**config.mk**
```make
export PLATFORM = sky130hd
export DESIGN_NAME = id_length_prefixed_deframer
export DESIGN_NICKNAME = d
export VERILOG_FILES = /design/src/design/idlpd_pkg.sv /design/src/design/id_length_prefixed_deframer.sv
export SDC_FILE = /design/constraint.sdc
export NUM_CORES = 1
export LEC_CHECK = 0
export ABC_AREA = 1
export BUFFER_PORTS_ARGS = -buffer_cell sky130_fd_sc_hd__buf_2
export CAP_MARGIN = 40
export CORE_MARGIN = 8
export CORE_UTILIZATION = 35
export CTS_BUF_LIST = sky130_fd_sc_hd__clkbuf_16
export DETAILED_ROUTE_END_ITERATION = 10
export MAX_ROUTING_LAYER = met4
export PLACE_DENSITY = 0.56
export SKIP_LAST_GASP = 1
export SLEW_MARGIN = 30
export SYNTH_ARGS = -nofsm -noshare
export SYNTH_HDL_FRONTEND = slang
export SYNTH_SLANG_ARGS = --single-unit
export TNS_END_PERCENT = 100
```
**constraint.sdc**
```tcl
create_clock -name clk -period 3.74 [get_ports clk]
set_input_delay 0.187 -clock clk [delete_from_list [all_inputs] [get_ports clk]]
set_output_delay 0.187 -clock clk [all_outputs]
set_load 0.1 [all_outputs]
```
**src/design/idlpd_pkg.sv**
```systemverilog
// ----------------------------------------------------------------------------
// idlpd_pkg - shared types and constants for the id/length deframer
// Phase and result-kind codes, the result record and parameter defaults.
// ----------------------------------------------------------------------------
`default_nettype none

package idlpd_pkg;

  // Header field sizes in bytes (each 1 or 2)
  localparam int unsigned ID_BYTES_DEF  = 2;
  localparam int unsigned LEN_BYTES_DEF = 2;

  localparam int unsigned ID_W   = 16;
  localparam int unsigned BYTE_W = 8;

  localparam logic [15:0] LIMIT_RESET = 16'd2048;

  typedef enum logic [1:0] {
    PH_HEADER  = 2'd0,
    PH_PAYLOAD = 2'd1,
    PH_ERROR   = 2'd2
  } phase_t;

  typedef enum logic [1:0] {
    KIND_DATA  = 2'd0,
    KIND_EMPTY = 2'd1,
    KIND_ERROR = 2'd2
  } kind_t;

  typedef struct packed {
    kind_t              kind;
    logic [ID_W-1:0]    message_id;
    logic [BYTE_W-1:0]  payload_byte;
    logic               last;
  } result_t;

endpackage

`default_nettype wire

```
**src/design/id_length_prefixed_deframer.sv**
```systemverilog
// ----------------------------------------------------------------------------
// id_length_prefixed_deframer - length-prefixed message deframer with id
// Collects a big-endian id and length header from a byte stream, passes the
// payload bytes through tagged with the id, and reports framing/link errors.
// ----------------------------------------------------------------------------
//
//   channel  direction  handshake           payload
//   -------  ---------  ------------------  ------------------------------------
//   in       input      in_valid/in_stall   in_rx_byte, in_link_error
//   out      output     out_valid/out_stall out_kind, out_message_id,
//                                           out_payload_byte, out_last
//   cfg      input      cfg_wr_en           cfg_wr_data (size limit)
//
// One byte is taken per clock while in_stall is low; each accepted result is
// registered into the output register, or into the skid register behind it
// while the output stalls. The skid register absorbs one result, so in_stall
// rises only when both are full. rst_n (synchronous, active low) returns to the
// header phase and sets the size limit to 2048. After an error the block
// swallows every byte until reset.
// ----------------------------------------------------------------------------
`default_nettype none

module id_length_prefixed_deframer #(
  parameter int unsigned ID_BYTES  = idlpd_pkg::ID_BYTES_DEF,
  parameter int unsigned LEN_BYTES = idlpd_pkg::LEN_BYTES_DEF
) (
  input  wire logic        clk,
  input  wire logic        rst_n,

  input  wire logic        cfg_wr_en,
  input  wire logic [15:0] cfg_wr_data,

  input  wire logic        in_valid,
  output logic             in_stall,
  input  wire logic [7:0]  in_rx_byte,
  input  wire logic        in_link_error,

  output logic             out_valid,
  input  wire logic        out_stall,
  output logic [1:0]       out_kind,
  output logic [15:0]      out_message_id,
  output logic [7:0]       out_payload_byte,
  output logic             out_last
);

  localparam int unsigned HDR_BYTES = ID_BYTES + LEN_BYTES;
  localparam int unsigned HDR_W     = 8 * HDR_BYTES;
  localparam int unsigned LEN_W     = 8 * LEN_BYTES;
  localparam int unsigned CNT_W     = $clog2(HDR_BYTES);
  localparam logic [CNT_W-1:0] CNT_LAST = CNT_W'(HDR_BYTES - 1);

  // Configuration
  logic [15:0] size_limit_r;

  always_ff @(posedge clk) begin
    if (!rst_n) begin
      size_limit_r <= idlpd_pkg::LIMIT_RESET;
    end else if (cfg_wr_en) begin
      size_limit_r <= cfg_wr_data;
    end
  end

  // Deframer state
  idlpd_pkg::phase_t phase_r, phase_nxt;
  logic [CNT_W-1:0]  hdr_cnt_r, hdr_cnt_nxt;
  logic [HDR_W-9:0]  hdr_shift_r, hdr_shift_nxt;
  logic [15:0]       cur_id_r, cur_id_nxt;
  logic [15:0]       remaining_r, remaining_nxt;

  logic              in_accept;
  logic [HDR_W-1:0]  hdr_full;
  logic [15:0]       hdr_id;
  logic [15:0]       hdr_len;
  logic              hdr_done;
  logic              hdr_bad;
  logic              pay_last;

  assign in_accept = in_valid && !in_stall;

  // Header as it stands once this byte is shifted in
  assign hdr_full = {hdr_shift_r, in_rx_byte};
  assign hdr_len  = 16'(hdr_full[LEN_W-1:0]);
  assign hdr_id   = 16'(hdr_full[HDR_W-1:LEN_W]);
  assign hdr_done = (hdr_cnt_r == CNT_LAST);
  assign hdr_bad  = (hdr_id > size_limit_r) || (hdr_len > size_limit_r);
  assign pay_last = (remaining_r <= 16'd1);

  // Next state
  always_comb begin
    phase_nxt     = phase_r;
    hdr_cnt_nxt   = hdr_cnt_r;
    hdr_shift_nxt = hdr_shift_r;
    cur_id_nxt    = cur_id_r;
    remaining_nxt = remaining_r;
    if (in_accept) begin
      case (phase_r)
        idlpd_pkg::PH_HEADER: begin
          if (in_link_error) begin
            phase_nxt = idlpd_pkg::PH_ERROR;
          end else if (!hdr_done) begin
            hdr_shift_nxt = hdr_full[HDR_W-9:0];
            hdr_cnt_nxt   = hdr_cnt_r + 1'b1;
          end else begin
            hdr_shift_nxt = '0;
            hdr_cnt_nxt   = '0;
            if (hdr_bad) begin
              phase_nxt = idlpd_pkg::PH_ERROR;
            end else begin
              cur_id_nxt = hdr_id;
              if (hdr_len != 16'd0) begin
                remaining_nxt = hdr_len;
                phase_nxt     = idlpd_pkg::PH_PAYLOAD;
              end
            end
          end
        end
        idlpd_pkg::PH_PAYLOAD: begin
          if (in_link_error) begin
            phase_nxt = idlpd_pkg::PH_ERROR;
          end else if (pay_last) begin
            remaining_nxt = '0;
            phase_nxt     = idlpd_pkg::PH_HEADER;
          end else begin
            remaining_nxt = remaining_r - 16'd1;
          end
        end
        default: begin
          // error phase: drop everything until reset
        end
      endcase
    end
  end

  // Result of the accepted byte
  logic                res_valid;
  idlpd_pkg::result_t  res;

  always_comb begin
    res_valid        = 1'b0;
    res.kind         = idlpd_pkg::KIND_ERROR;
    res.message_id   = cur_id_r;
    res.payload_byte = '0;
    res.last         = 1'b0;
    if (in_accept) begin
      case (phase_r)
        idlpd_pkg::PH_HEADER: begin
          if (in_link_error || (hdr_done && hdr_bad)) begin
            res_valid = 1'b1;
          end else if (hdr_done && (hdr_len == 16'd0)) begin
            res_valid      = 1'b1;
            res.kind       = idlpd_pkg::KIND_EMPTY;
            res.message_id = hdr_id;
            res.last       = 1'b1;
          end
        end
        idlpd_pkg::PH_PAYLOAD: begin
          res_valid = 1'b1;
          if (!in_link_error) begin
            res.kind         = idlpd_pkg::KIND_DATA;
            res.payload_byte = in_rx_byte;
            res.last         = pay_last;
          end
        end
        default: begin
          res_valid = 1'b0;
        end
      endcase
    end
  end

  always_ff @(posedge clk) begin
    if (!rst_n) begin
      phase_r     <= idlpd_pkg::PH_HEADER;
      hdr_cnt_r   <= '0;
      hdr_shift_r <= '0;
      cur_id_r    <= '0;
      remaining_r <= '0;
    end else begin
      phase_r     <= phase_nxt;
      hdr_cnt_r   <= hdr_cnt_nxt;
      hdr_shift_r <= hdr_shift_nxt;
      cur_id_r    <= cur_id_nxt;
      remaining_r <= remaining_nxt;
    end
  end

  // Output register with one skid entry behind it
  logic                out_valid_r, out_valid_nxt;
  logic                skid_valid_r, skid_valid_nxt;
  idlpd_pkg::result_t  out_r, out_nxt;
  idlpd_pkg::result_t  skid_r, skid_nxt;
  logic                out_free;

  // Output register can load when empty or when its transfer completes now
  assign out_free = !out_valid_r || !out_stall;

  always_comb begin
    out_valid_nxt  = out_valid_r;
    skid_valid_nxt = skid_valid_r;
    out_nxt        = out_r;
    skid_nxt       = skid_r;
    if (out_free) begin
      if (skid_valid_r) begin
        // no byte is taken while the skid entry is full
        out_nxt        = skid_r;
        out_valid_nxt  = 1'b1;
        skid_valid_nxt = 1'b0;
      end else begin
        out_nxt       = res;
        out_valid_nxt = res_valid;
      end
    end else if (res_valid) begin
      // hold the output, park the new result
      skid_nxt       = res;
      skid_valid_nxt = 1'b1;
    end
  end

  always_ff @(posedge clk) begin
    if (!rst_n) begin
      out_valid_r  <= 1'b0;
      skid_valid_r <= 1'b0;
    end else begin
      out_valid_r  <= out_valid_nxt;
      skid_valid_r <= skid_valid_nxt;
    end
  end

  always_ff @(posedge clk) begin
    out_r  <= out_nxt;
    skid_r <= skid_nxt;
  end

  assign in_stall         = skid_valid_r;
  assign out_valid        = out_valid_r;
  assign out_kind         = out_r.kind;
  assign out_message_id   = out_r.message_id;
  assign out_payload_byte = out_r.payload_byte;
  assign out_last         = out_r.last;

endmodule

`default_nettype wire
```
; Yosys cells after proc, flatten, opt, wreduce, memory -nomap -nowiden
; Index checks and enable logic that the tools add are counted.
[totals]
reg_bits = 132
word_cells = 86
inputBits = 30
output_inout_bits = 29
[op_classes]
mux = 32
bitwise = 4
reduce_logical = 19
n_addsub = 2
eq_ne = 10
order_cmp = 3
[ops]
columns = operator, count
row1 = $mux W16, 7
row2 = $mux W27, 2
row3 = $mux W18, 2
row4 = $gt A16 B16 Y1, 2
row5 = $pmux W16 S2, 1
row6 = $mux W24, 1
row7 = $le A16 B1 Y1 const B, 1
row8 = $logic_not A16 Y1, 1
row9 = $mux W2, 8
row10 = $reduce_bool A16 Y1, 1
row11 = $sub A16 B1 Y16 const B, 1
row12 = $ne A2 B2 Y1 const B, 5
row13 = $reduce_and A5 Y1, 2
row14 = $mux W9, 1
row15 = $mux W8, 1
row16 = $pmux W2 S2, 2
row17 = $reduce_and A7 Y1, 1
row18 = $ne A3 B3 Y1 const B, 2
row19 = $mux W1, 5
row20 = $ne A4 B4 Y1 const B, 1
row21 = $not A1 Y1, 4
row22 = $pmux W1 S2, 2
row23 = $logic_and A1 B1 Y1, 3
row24 = $logic_not A1 Y1, 3
row25 = 9 further kinds, 11

; Logic depth before layout (Yosys ltp)
; Gate-level depths: netlist (run 1).
[logic_depth]
depth_word = 8
ltp_mapped = 20
ltp_nobuf = 19

; Worst setup path before layout (run 1)
; OpenSTA, ideal clock, no wires.
[synth_timing]
kind = reg2reg
from = register out_valid_r (netlist: out_valid)
to = register skid_r[0] in the netlist's numbering, enable pin
path_stages_with_launch = 3
n_path_buf = 0
t_arrival_ps = 3141
slack_ps = 189
required_ps = 3329
cell_sequence = dfxtp_1 nand2_1 nor2_1
[synth_via]
elab_chain_cells = 4
[synth_lines]
columns = item, line
row1 = "start, declared", id_length_prefixed_deframer.sv:188  ; logic out_valid_r, out_valid_nxt;
row2 = "start signal, assigned", id_length_prefixed_deframer.sv:224  ; out_valid_r <= out_valid_nxt;
row3 = $logic_not A1 Y1, id_length_prefixed_deframer.sv:195  ; assign out_free = !out_valid_r || !out_stall;
row4 = $logic_or A1 B1 Y1, id_length_prefixed_deframer.sv:195
row5 = via out_free, id_length_prefixed_deframer.sv:192  ; logic out_free;
row6 = $not A1 Y1 (no line), -
row7 = $reduce_and A2 Y1 (no line), -
row8 = "end signal, assigned", id_length_prefixed_deframer.sv:231  ; skid_r <= skid_nxt;
row9 = "end, declared", id_length_prefixed_deframer.sv:191  ; idlpd_pkg::result_t skid_r, skid_nxt;
; The timed path passes the listed nets, and every way through them passes these cells.
; A chain may end at the register's enable or synchronous reset.

==> key figures, run 1 <==
Outcome
  • Status: completed

Logic synthesis
  • YS warnings: 0
  • Yosys cell types: 37
  • Seq/Total Area, Yosys: 0.479
  • Syn Std Cell Area: 6650 um2
  • Area share of the largest cell type after synthesis: 0.244
  • FF+latch count, synth: 132
  • Synth area leaders: edfxtp_1 24%, dfxtp_1 23%, nand2_1 13%
  • Synth area leader: edfxtp_1
  • Mapped Cells: 834
  • Avg Inst Size Synth: 7.97 um2
  • Syn nets: 899

Setup path
  • Arr. time, crit path: 2890 ps
  • Worst Path Required: 3920 ps
  • Critical path class: reg -> reg
  • Worst setup startpoint: hdr_shift_r[10]
  • Reg2reg end: out_message_id[4]
  • Setup crit start kind: register
  • Worst r2r src: hdr_shift_r[10]
  • Worst Setup End Kind: register
  • Worst reg2reg path depth: 17
  • Worst-path maximum fanout: 36
  • R2R Setup Slk: 1040 ps

Clocking
  • Post-CTS sizing: 0
  • Maximum root-to-sink buffer count: 2
  • H-tree level count: 4
  • Hold Buf Count CTS: 3
  • Post-CTS Setup Bufs: 0
  • CTS sink cnt: 132
  • Clock Latency Late Sink: 420 ps
  • Num CTS Buffers: 17
  • CTS tree: done
  • Clk root buf: clkbuf_16
  • Clock slew at reported path FFs: 60 ps

Floorplanning
  • Die Wd: 154 um
  • I/O pins: 59
  • Starting Density: 0.357
  • Die area: 23700 um2
  • Core area: 18600 um2
  • Row Count: 50
  • Die height: 154 um

Layout
  • Area grow syn2layout: 15.9%
  • Finished Layout Cells: 1130
  • Share of layout cells above drive strength 1: 0.140
  • Antenna cell count: 0
  • Area of the multi-input gates: 2990 um2
  • Layout fillers: 1914
  • Final nets: 948
  • Storage cell area: 3180 um2

Routing
  • Drt pass-1 iters: 5
  • DR DRC count: 0
  • Wirelength per Cell: 14.7 um
  • Remaining antenna violation count: 0
  • Vias/cell: 4.83
  • Initial detailed-routing violation count: 526
  • DR vias: 5457
  • Detailed Route WL: 16600 um

Placed design
  • HPWL after detailed placement: 11700 um
  • Dpl cells: 1095
  • Routability cong.: 0.855
  • Buffers added on ports: 58

Global route
  • Vias in the first global route: 5113
  • GRT Util Overall: 0.149
  • Initial antenna violation count: 0
  • Global route overflow: 0
  • Pin count of the biggest net entering global routing: 44
  • First-pass GRT wire length: 27400 um

Power
  • Pwr Density: 527 nW/um2
  • Static Leakage: 3.50 nW
  • Worst VDD drop: 0.319 mV

Min path
  • Worst hold stages: 3
  • Worst hold path class: in -> reg
  • Min-delay src: cfg_wr_data[4]
  • Hold endpoint: size_limit_r[4]

STA
  • Fin crit period: 2700 ps
  • Final Max Slew Viols: 0
  • # setup viols final: 0
  • Final Skew: 9.38 ps
  • Final hold vios: 0
  • Highest clock rate: 0.370 GHz
  • Setup TNS: 0 ps
  • Relative slew slack: 0.485
  • RSZ-0062 raised after global routing: no
  • Least-Margin Pin Slew: 769 ps
  • Final cycle utilization of the critical path: 0.723

Flow run
  • Max-cap violations: 0
-- worst max-delay path, stage by stage, from the launching register on --
cell,delay (ps)
dfxtp_1,510
ha_1,300
nand2_1,90
inv_2,30
nand2_1,60
nand2_1,60
nand2_1,60
nand2_1,70
nand2_1,60
nand2_1,50
nand2_2,100
nand2_4,80
nor2_8,360
nand3_4,280
nand2_1,130
nand2_1,90
nand2_1,70
nand2_1,50
-- cell type report --
class                   count  area share
clock buffers              17      0.0552
repair buffers             69      0.0494
multi-input cells         584       0.388
inverters                  79      0.0385
well taps                 234      0.0380
clock inverters            15      0.0175
flip-flops and latches    132       0.413
-- routing by layer --
layer | wire, um | GRT usage | up-vias
met4 | 278 | 0.0583 | 0
met3 | 859 | 0.0334 | 19
met2 | 6920 | 0.206 | 139
li1 | - | - | 2861
met1 | 8510 | 0.206 | 2438
met5 | 0 | - | -
-- power by group --
| group | internal, W | switching, W | total [W] |
|---|---|---|---|
| clock | 0.000877 | 0.000712 | 0.00159 |
| sequential | 0.00157 | 0.0000486 | 0.00162 |
| combinational | 0.000244 | 0.000610 | 0.000854 |
-- flip-flops by register name, summed over array words and instances, names as in the netlist --
| name | cells |
|---|---|
| skid_r | 27 |
| hdr_shift_r | 24 |
| cur_id_r | 16 |
| out_message_id | 16 |
| remaining_r | 16 |
| size_limit_r | 16 |
| out_payload_byte | 8 |
| hdr_cnt_r | 2 |
| out_kind | 2 |
| phase_r | 2 |
| in_stall | 1 |
| out_last | 1 |
| out_valid | 1 |
-- logic make-up (layout without fill, tap and decap cells) --
group / Yosys count / after routing / synth area share
DFF: 132 / 132 / 0.479
and+or+nand+nor: 406 / 406 / 0.262
AOI/OAI and AO/OA: 130 / 130 / 0.104
xor gates and xnor gates: 13 / 13 / 0.0171
buffers and inverters: 118 / 180 / 0.0715
adders and majority gates: 35 / 35 / 0.0659
-- metrics by stage --
step	total power [W]	instance area [um2]	util	hold WS (ps)	setup WS, ps
2_1_floorplan	0.00233	6650	-	299	189
3_3_place_gp	0.00250	7110	0.382	419	891
3_5_place_dp	0.00250	7110	0.382	412	1050
4_1_cts	0.00409	7700	0.413	26.8	1040
5_1_grt	0.00426	7700	0.413	37.8	771
6_report	0.00406	7700	0.413	47.2	1040
-- synthesized netlist by cell type --
library cell  number
nand2_1          230
nor2_1            81
dfxtp_1           78
a21oi_1           71
inv_1             66
edfxtp_1          54
nand3_1           51
ha_1              35
o21ai_0           30
nand4_1           27
clkbuf_1          22
buf_2             14
o22ai_1           13
xor2_1            12
inv_2             11
o21ai_1            7
nand2_2            6
a211oi_1           2
buf_4              2
clkinv_1           2
nor2_2             2
nor3_1             2
o21a_1             2
a21o_1             1
a31oi_1            1
buf_6              1
nand2_4            1
nand3_4            1
nor2_4             1
nor2_8             1
nor3_2             1
nor3_4             1
o211a_1            1
o21ai_2            1
o21bai_1           1
or2_1              1
xnor2_1            1
-- cell usage in the layout (no fill, tap or decap), types with 8 or more instances in the layout --
master / n
inv_1: 66
nand2_1: 230
ha_1: 35
clkbuf_16: 17
dfxtp_1: 77
o22ai_1: 13
inv_2: 11
xor2_1: 12
nand3_1: 51
a21oi_1: 71
edfxtp_1: 54
buf_4: 8
nor2_1: 80
nand4_1: 27
o21ai_0: 30
buf_2: 58
-- worst max-delay path by stage --
stage,to
global placement,hdr_shift_r[8]
global route,out_message_id[13]
CTS,out_message_id[0]
finish,out_message_id[4]
detailed placement,out_message_id[8]
floorplan,skid_r[0]
Note: power is estimated with default switching activity, not from simulation.
==> run 2, diff against run 1 <==
--- a/config.mk
+++ b/config.mk
@@ -5,7 +5,7 @@
 export SDC_FILE = /design/constraint.sdc
 export NUM_CORES = 1
 export LEC_CHECK = 0
-export ABC_AREA = 1
+export ABC_AREA = 0
 export BUFFER_PORTS_ARGS = -buffer_cell sky130_fd_sc_hd__buf_2
 export CAP_MARGIN = 40
 export CORE_MARGIN = 8
==> constraint.sdc (replaced) <==
create_clock -name clk -period 2.7 [get_ports clk]
set_input_delay 0.135 -clock clk [delete_from_list [all_inputs] [get_ports clk]]
set_output_delay 0.135 -clock clk [all_outputs]
set_load 0.1 [all_outputs]
==> run 2 against run 1 <==
Net effect: the run now ends with setup timing left; clock power increased by 59%; sequential power is 34% higher; cell count decreased by 9.7%; utilization increased by 8.7 points; flip-flop and latch count did not move; sequential share of layout area shrank 5.9 points; via count shrank 0.33%; clock-buffer cell count did not move; total power is 38% higher; largest power group is now clock.
==> key figures, run 2 <==
STA
  • Fin crit period: 2850 ps
  • Final Max Slew Viols: 0
  • Setup slack after layout: -154 ps
  • Final Skew: 9.91 ps
  • Least-Margin Pin Slew: 723 ps
  • # setup viols final: 68
  • Final hold vios: 0
  • Final cycle utilization of the critical path: 1.06
  • Highest clock rate: 0.350 GHz
  • Relative slew slack: 0.517
  • RSZ-0062 raised after global routing: yes
  • Hold Slack: 135 ps

Floorplanning
  • Core area: 18000 um2
  • Die height: 152 um
  • I/O pins: 59
  • Die area: 23100 um2
  • Row Count: 49
  • Die Wd: 152 um
  • Starting Density: 0.358

Global route
  • Initial antenna violation count: 0
  • First-pass GRT wire length: 29400 um
  • Pin count of the biggest net entering global routing: 53
  • Global route overflow: 0
  • Vias in the first global route: 5432
  • GRT Util Overall: 0.162

Logic synthesis
  • Yosys cell types: 61
  • Top FF cell, synth: dfxtp_1
  • Mapped Cells: 630
  • Synth area leaders: edfxtp_1 25%, dfxtp_1 24%, ha_1 6.8%
  • Seq/Total Area, Yosys: 0.493
  • Syn nets: 695
  • Syn Std Cell Area: 6460 um2
  • Synth area leader: edfxtp_1
  • Commonest cells post-synth: 78 x dfxtp_1, 54 x edfxtp_1, 54 x nor2_1, 47 x a21oi_1, 42 x nand2_1
  • YS warnings: 0
  • Top-count cell post-synth: dfxtp_1
  • FF+latch count, synth: 132
  • Number of flops mapped to enable cells by yosys: 54
  • Avg Inst Size Synth: 10.2 um2
  • Ys async rst share: 0
  • Area share of the largest cell type after synthesis: 0.251

Routing
  • Vias/cell: 5.33
  • Wirelength per Cell: 18.3 um
  • DR DRC count: 0
  • Remaining antenna violation count: 0
  • Drt pass-1 iters: 5
  • Detailed Route WL: 18700 um
  • Initial detailed-routing violation count: 488
  • DR vias: 5439

Clocking
  • CTS tree: done
  • Num CTS Buffers: 17
  • CTS sink cnt: 132
  • H-tree level count: 4
  • Maximum root-to-sink buffer count: 2
  • Clk root buf: clkbuf_16
  • Clock slew at reported path FFs: 60 ps
  • Clock Latency Late Sink: 430 ps

Placed design
  • Cell Area, Placed: 7650 um2
  • Pre-CTS setup slack: -229 ps
  • Routability cong.: 0.853
  • Buffers added on ports: 58
  • HPWL after detailed placement: 12700 um

Flow run
  • Max-cap violations: 0

Setup path
  • Worst-path maximum fanout: 17
  • Setup crit start kind: register
  • Arr. time, crit path: 3030 ps
  • Worst Setup End Kind: register
  • Critical path class: reg -> reg
  • Worst Path Required: 2880 ps

Power
  • Static Leakage: 3.92 nW
  • Pwr Density: 621 nW/um2
  • Combinational share of power: 0.160
  • Clock Power Share: 0.452
  • NetSw: 0.00158 W
  • Tot Pwr: 0.00560 W
  • Worst VDD drop: 0.453 mV
  • Sequential group share of total power: 0.388
  • Internal: 0.00403 W
  • Sw Ratio: 0.281

Outcome
  • Status: complete, but fails checks
  • Failing checks: setup timing

Layout
  • Fin util: 0.500
  • Layout fillers: 1628
  • Final nets: 843
  • Share of layout cells above drive strength 1: 0.388
  • Commonest non-fill, non-tap cell in the layout: buf_4
  • Largest register FFs: 27
  • Antenna cell count: 0
  • Area grow syn2layout: 39.7%
  • Reg with most FFs: skid_r
  • Design area: 9020 um2
  • Top flop regs: skid_r: 27 flops, hdr_shift_r: 24 flops
  • Most frequent cells in the layout: 71 x buf_4, 65 x dfxtp_1, 58 x buf_2, 54 x edfxtp_1, 53 x nor2_1

Min path
  • Worst hold path class: in -> reg
run 2: cell types whose count changed after synthesis, sizes merged, moves of 18 or more:
| cell | previous run | this run |
|---|---|---|
| inv | 77 | 26 |
| nor2 | 85 | 56 |
| a21oi | 71 | 47 |
| nand2 | 237 | 42 |
| and3 | 0 | 21 |
| nand4 | 27 | 9 |
| nand3 | 52 | 27 |
| mux2 | 0 | 32 |
run 2: worst max-delay path: stages (launching register included):
cell and delay (ps):
dfxtp_1 330, inv_1 80, ha_1 300, nor2b_1 130
o21ai_0 240, a21boi_2 80, o31a_1 380, a211oi_4 220
buf_12 200, mux2_2 360, mux2_2 260
run 2: area by class of cell:
type / count / area [um2] / area share
clock buffers: 17 / 425 / 0.0472
inverters: 26 / 103 / 0.0114
well taps: 229 / 287 / 0.0318
clock inverters: 15 / 214 / 0.0237
flip-flops and latches: 132 / 3200 / 0.355
multi-input cells: 437 / 3500 / 0.389
repair buffers: 164 / 1290 / 0.143
run 2: layer usage:
metal,share of wire,global-route usage,wire length (um)
met4,0.026,0.0665,478
met2,0.47,0.246,8710
met1,0.46,0.207,8670
met3,0.043,0.0342,799
met5,0,-,0
run 2: per-stage QoR:
stage,setup TNS [ps],std cells
2_1_floorplan,-1420,630
3_3_place_gp,-5380,957
3_5_place_dp,-7620,957
4_1_cts,-7310,1013
5_1_grt,-12320,1020
6_report,-4540,1020
run 2: cells by family (layout without fill, tap and decap cells):
group                    count (synthesis)  count (layout)  synth area share
multiplexers                            47              47            0.0791
adder cells (fa/ha/maj)                 35              35            0.0678
AND/OR/NAND/NOR                        209             210             0.167
AO/OA/AOI/OAI                          139             139             0.147
buffers and inverters                   62             222            0.0384
flip-flops                             132             132             0.493
XOR/XNOR                                 6               6           0.00814
run 2: what timing repair did:
action / in CTS / in global routing
hold buffers: 16 / 0
setup buffers: 5 / 6
cloned: 3 / 2
gates resized for setup: 35 / 64
pin swaps: 5 / 29
endpoints found under the setup margin: 73 / 84
hold endpoints to repair: 16 / 0
run 2: worst paths after layout:
| check | start | endpoint | slack [ps] | depth (start not counted) |
|---|---|---|---|---|
| max | size_limit_r[1] | out_message_id[8] | -150 | 10 |
| min | out_stall | out_valid | 140 | 3 |
| max reg2reg | size_limit_r[1] | out_message_id[8] | -150 | 10 |
| min reg2reg | cur_id_r[2] | cur_id_r[2] | 450 | 2 |
run 2: power groups by stage:
stage	Combinational, W	Clock (W)	Sequential, W
floorplan	0.000378	0	0.00239
global placement	0.000789	0	0.00221
detailed placement	0.000806	0	0.00221
CTS	0.000848	0.00257	0.00217
global route	0.000965	0.00267	0.00218
finish	0.000898	0.00253	0.00217
==> run 3, diff against run 2 <==
--- a/config.mk
+++ b/config.mk
@@ -13,7 +13,6 @@
 export CTS_BUF_LIST = sky130_fd_sc_hd__clkbuf_16
 export DETAILED_ROUTE_END_ITERATION = 10
 export MAX_ROUTING_LAYER = met4
-export PLACE_DENSITY = 0.56
 export SKIP_LAST_GASP = 1
 export SLEW_MARGIN = 30
 export SYNTH_ARGS = -nofsm -noshare
==> run 3 against run 2 <==
Net effect: the run still ends with setup timing left; worst setup slack better by 78 ps; via count did not move; non-clock buffer count shrank 7; cell area is 3.8% lower; die area did not move; clock skew shrank 4.2 ps; clock power is 17% lower; maximum frequency increased by 2.8%; sequential power hardly changed; hold slack improved by 18 ps; clock-buffer cell count did not move.
==> key figures, run 3 (synthesized netlist as in run 2, its figures left out) <==
STA
  • Final Max Slew Viols: 0
  • Final cycle utilization of the critical path: 1.03
  • RSZ-0062 raised after global routing: yes
  • Least-Margin Pin Slew: 679 ps
  • Highest clock rate: 0.360 GHz
  • Hold Slack: 153 ps
  • Relative slew slack: 0.547
  • Setup slack after layout: -75.8 ps
  • Final Skew: 5.67 ps
  • Final hold vios: 0
  • Fin crit period: 2780 ps
  • # setup viols final: 33

Clocking
  • CTS tree: done
  • H-tree level count: 4
  • Num CTS Buffers: 17
  • Clk root buf: clkbuf_16
  • Clock slew at reported path FFs: 60 ps
  • Maximum root-to-sink buffer count: 2
  • Clock Latency Late Sink: 430 ps
  • CTS sink cnt: 132

Floorplanning
  • Core area: 18000 um2
  • Die height: 152 um
  • Die area: 23100 um2
  • I/O pins: 59
  • Die Wd: 152 um
  • Starting Density: 0.358
  • Row Count: 49

Layout
  • Share of layout cells above drive strength 1: 0.361
  • Layout fillers: 1682
  • Antenna cell count: 0
  • Fin util: 0.482
  • Top flop regs: skid_r: 27 flops, hdr_shift_r: 24 flops
  • Area of the multi-input gates: 3390 um2
  • Largest register FFs: 27
  • Final nets: 835
  • Most frequent cells in the layout: 74 x buf_4, 59 x dfxtp_1, 58 x buf_2, 54 x edfxtp_1, 53 x nor2_1
  • Design area: 8680 um2
  • Area grow syn2layout: 34.4%
  • Reg with most FFs: skid_r
  • Storage cell area: 3210 um2
  • Commonest non-fill, non-tap cell in the layout: buf_4

Placed design
  • HPWL after detailed placement: 12700 um
  • Buffers added on ports: 58
  • Cell Area, Placed: 7650 um2
  • Routability cong.: 0.900

Outcome
  • Failing checks: setup timing
  • Status: complete, but fails checks

Setup path
  • R2R Setup Slk: -80 ps
  • Most frequent CP cell: mux2_2
  • Setup crit start kind: register
  • Worst r2r src: size_limit_r[7]
  • CP bufs+invs: 2
  • Worst Setup End Kind: register
  • CP delay by family, top: compound AO/OA/AOI/OAI gates
  • Worst Path Required: 2880 ps
  • Worst-path maximum fanout: 9
  • Worst setup startpoint: size_limit_r[7]
  • Worst path slowest cell: mux2_2
  • Worst reg2reg path depth: 10
  • Arr. time, crit path: 2960 ps
  • Critical path class: reg -> reg
  • Max incr delay on CP: 360 ps
  • CP Cell Sequence: inv_4 > ha_4 > a21oi_2 > nand3_1 > a221o_1 > o31a_1 > a211oi_4 > buf_6 > mux2_2 > mux2_2
  • WP depth: 10

Global route
  • Pin count of the biggest net entering global routing: 53
  • First-pass GRT wire length: 29000 um
  • Initial antenna violation count: 0
  • GRT Util Overall: 0.160
  • Global route overflow: 0
  • Vias in the first global route: 5462

Routing
  • Wirelength per Cell: 18.1 um
  • Remaining antenna violation count: 0
  • Initial detailed-routing violation count: 442
  • Detailed Route WL: 18300 um
  • Drt pass-1 iters: 5
  • DR vias: 5439
  • DR DRC count: 0
  • Vias/cell: 5.37

Power
  • Worst VDD drop: 0.538 mV
  • Pwr Density: 595 nW/um2
  • Static Leakage: 3.80 nW

Min path
  • Worst hold path class: in -> reg
  • Worst hold stages: 3
  • Min-delay src: out_stall

Flow run
  • Max-cap violations: 0
[run 3: changes by cell type in the layout (fill, tap and decap cells not counted), sizes merged]
cell	before	now
bufinv	4	0
or2	3	2
buf	147	140
inv	34	29
clkinvlp	1	4
clkinv	2	8
[run 3: per-stage QoR]
stage / power (W) / instances / setup TNS [ps] / setup WS (ps)
final: 0.00517 / 1012 / -921 / -75.8
after CTS: 0.00516 / 1008 / -3810 / -149
after floorplan: 0.00276 / 630 / -1420 / -163
after global placement: 0.00302 / 954 / -2520 / -131
after global routing: 0.00537 / 1012 / -4310 / -163
after detailed placement: 0.00304 / 954 / -3520 / -177
[run 3: what timing repair did]
item                                    4_1_cts  5_1_grt
hold endpoints to repair                     16        0
pin swaps                                     2       14
resized for setup                            21       45
buffers inserted                              5        5
gates cloned                                  1        2
endpoints found under the setup margin       48       97
hold buffers                                 16        0
[run 3: final timing paths]
kind,end
min reg2reg,cur_id_r[3]
max reg2reg,out_message_id[5]
min,out_valid
max,out_message_id[5]
[run 3: power by group]
part | leakage, nW | internal, W | switching [W] | total, W
Combinational | 2.32 | 0.000327 | 0.000565 | 0.000892
Clock | 0.251 | 0.00117 | 0.000925 | 0.00210
Sequential | 1.23 | 0.00213 | 0.0000437 | 0.00218
Total | 3.80 | 0.00363 | 0.00153 | 0.00517
[run 3: final cells by class]
type,instances,share of cell area
clock inverters,15,0.0125
clock buffers,17,0.0490
inverters,26,0.0124
flip-flops and latches,132,0.369
well taps,229,0.0330
multi-input cells,436,0.390
repair buffers,157,0.133
[run 3: per-layer routing]
metal  global-route usage  routed length (um)
met1                0.202                8370
met2                0.243                8550
met3               0.0288                 888
met4               0.0736                 524
met5                    -                   0
[run 3: worst reg2reg max path, delay by kind of cell, from the launching register on]
kind	cells	cell delay, ps
AO/OA/AOI/OAI	4	980
adder cells (fa/ha/maj)	1	230
buffers and inverters	2	250
flip-flops	1	350
multiplexers	2	620
AND/OR/NAND/NOR	1	90
